<file path="src/erq_ram.sv">
module erq_ram #(
	parameter int WIDTH = 8,
	parameter int DEPTH = 16,
	parameter int ADDR_W = (DEPTH > 1) ? $clog2(DEPTH) : 1
) (
	input  logic              clk,
	input  logic              we,
	input  logic [ADDR_W-1:0] waddr,
	input  logic [WIDTH-1:0]  wdata,
	input  logic              re,
	input  logic [ADDR_W-1:0] raddr,
	output logic [WIDTH-1:0]  rdata
);

	logic [WIDTH-1:0] mem [DEPTH];

	always_ff @(posedge clk) begin
		if (we) begin
			mem[waddr] <= wdata;
		end
		if (re) begin
			rdata <= mem[raddr];
		end
	end

endmodule

</file>
<file path="config.mk">
export PLATFORM = sky130hd
export DESIGN_NAME = erq_ram
export DESIGN_NICKNAME = d
export VERILOG_FILES = /design/src/erq_ram.sv
export SDC_FILE = /design/constraint.sdc
export NUM_CORES = 1
export LEC_CHECK = 0
export BUFFER_PORTS_ARGS = -buffer_cell sky130_fd_sc_hd__buf_2
export CAP_MARGIN = 20
export CORE_MARGIN = 4
export CORE_UTILIZATION = 40
export DETAILED_ROUTE_END_ITERATION = 8
export MAX_ROUTING_LAYER = met4
export PLACE_DENSITY = 0.67
export SLEW_MARGIN = 15
export SYNTH_ARGS = -nofsm -noshare
export SYNTH_HDL_FRONTEND = slang
export SYNTH_SLANG_ARGS = --single-unit
</file>
<file path="constraint.sdc">
create_clock -name clk -period 2.1 [get_ports clk]
set_clock_uncertainty 0.2 [all_clocks]
set_input_delay 0.105 -clock clk [delete_from_list [all_inputs] [get_ports clk]]
set_output_delay 0.105 -clock clk [all_outputs]
set_load 0.01 [all_outputs]
</file>
==> results.toml <==
[drt]
wl_um = 9620
ant_nets = 0
viasPerCell = 5.16
vias = 2466
firstDrtPassIters = 4
drtIter0Drc = 137
wl_per_cell_um = 20.1
drc = 0

[worst_setup_path]
end_kind = "flop"
reg2reg_slack_ps = 350
critPathMaxFanout = 1
required_ps = 2040
reg2reg_depth = 3
critPathKind = "flop to flop"
r2r_end = "rdata[0]"
start_kind = "flop"
max_stage_delay_ps = 530
path_cells = "mux4_1 -> a22oi_1 -> nand2_1"
path_buf_inv = 0
crit_family = "multiplexers"
cp_slowest_cell = "mux4_1"
worstPathArrival_ps = 1680
r2r-start = "mem[2][0]"

[worst_hold_path]
hp-start = "waddr[0]"
min_to = "mem[8][6]"
min_path_type = "input port to flop"
hold_path_depth = 3

[timing]
setup_ws_ps = 354
finalCritPeriodShare = 0.831
tightest_slew_ps = 391
report.final.slew_viol_count = 0
max_freq_mhz = 573
setup_tns_ps = 0
setup_violations = 0
final_hold_viol_count = 0
slew_headroom = 0.739
rsz0062_at_grt = "false"
period_minus_slack_ps = 1750

[cts]
cts.htree.levels = 4
postCtsHoldBufs = 9
cts.reportedPaths.clkPinSlew_ps = 60
cts_sinks = 136
cts-root-buf = "clkbuf_16"
clockBufferDepth = 2
cts_tree = "built"
cts.repair.resized = 0
cts_made_buffers = 17
postCtsSetupRepairBufs = 0
clk_latency_ps = 400

[cells_and_area]
final_common_cell = "edfxtp_1"
final_nets = 313
design_area_um2 = 6410
antennaDiodeCount = 0
final_cell_mix = "edfxtp_1 (136), buf_2 (26), mux4_2 (18), buf_4 (18), clkbuf_16 (17)"
drive_above_1_share = 0.310
syn_to_final_growth_pct = 22.5

[die]
dieArea_um2 = 15000
fp.dieW_um = 122
core_um2 = 12700
die_height_um = 122
boundaryPins = 27
rows = 41
initial_core_util = 0.411

[synthesis]
seq_area_frac_synth = 0.781
syn_area_per_cell_um2 = 22.8
synth_cells = 229
synth_cell_types = 18
synth.net_count = 248
synthesis.area_um2 = 5230
synth_seq_cells = 136
yosysWarningCount = 0

[placed_design]
dpl_worst_slack_ps = 251
hpwl_um = 6120
place_congestion = 0.732
placed_cell_area_um2 = 5680
portBuffers = 26

[global_routing]
top_usage_layer = "met2"
use_met1 = 0.200
grt_pass1_vias = 2609
antenna_found_initial = 0
grt_overflow_total = 0
grt_pass1_wl_um = 15200
met3_usage = 0.0452
grt_usage = 0.146
grt_max_degree = 33
gr-usage-met2 = 0.218

[power]
power_density_nw_per_um2 = 1020
p_leak_nw = 2.16
peakVddDrop_v = 0.000649

[status]
status = "finished clean"

[flow_run]
cap_violations = 0
state kept, by name, summed over array words and instances (netlist names):
name and flops:
mem 128, rdata 8
tightest hold or removal path: cells and delay by family:
family	cells	cell delay, ps
buffers and inverters	2	310
AND/OR/NAND/NOR	1	60
Yosys cell counts:
master           instances  area share
nand3b_1                 2      0.0029
edfxtp_1               136        0.78
mux4_2                  18       0.078
a22oi_1                 16       0.023
buf_4                    1      0.0014
nor3_1                   4      0.0038
buf_2                    3      0.0029
and2b_1                  1      0.0014
nand2_1                  9      0.0065
nor2_1                  13      0.0093
clkdlybuf4s25_2          3      0.0057
buf_6                    3      0.0065
or3b_2                   1      0.0017
and2_1                   1      0.0012
nor2b_1                  1      0.0012
nand2b_1                 2      0.0024
nand3_1                  1     0.00096
mux4_1                  14       0.070
final cells by class:
type	count	area, um2
clock buffer	19	433
clock inverter	12	201
fill	1032	6320
multi-input combinational	83	1060
sequential	136	4080
tap	172	215
timing repair buffer	56	415
worst max path at each step:
stage / depth (start not counted) / startpoint / endpoint / slack (ps)
finish: 3 / mem[2][0] / rdata[0] / 350
global route: 3 / mem[2][0] / rdata[0] / 270
CTS: 3 / mem[2][0] / rdata[0] / 330
detailed placement: 5 / raddr[0] / rdata[0] / 250
global placement: 5 / raddr[0] / rdata[0] / 260
floorplan: 2 / waddr[2] / mem[0][0] / 300
routing by layer:
metal  routed length, um  up-vias
met1                4120     1271
met3                 730        9
met4                  66        0
li1                    -     1109
met5                   0        -
met2                4700       77
where the power goes:
group	switching, W	leakage [nW]	internal [W]	total (W)
sequential	0.0000179	1.24	0.00306	0.00308
clock	0.00104	0.291	0.00210	0.00314
combinational	0.000158	0.635	0.000135	0.000293
stage by stage:
step                cells  hold slack (ps)  utilization  power (W)
finish                478             64.7        0.504    0.00651
CTS                   478             56.2        0.504    0.00656
floorplan             229             3.87            -    0.00329
global placement      438              282        0.447    0.00341
global route          478             77.2        0.504    0.00673
detailed placement    438              282        0.447    0.00342
cell families (layout without fill, tap and decap cells):
logic type / count (synthesis) / in the layout / synth area share
multiplexers: 32 / 32 / 0.148
flip-flops: 136 / 136 / 0.781
AND/OR/NAND/NOR: 35 / 35 / 0.0314
buffers and inverters: 10 / 87 / 0.0165
AO/OA/AOI/OAI: 16 / 16 / 0.0230
(Power assumes the default switching activity.)
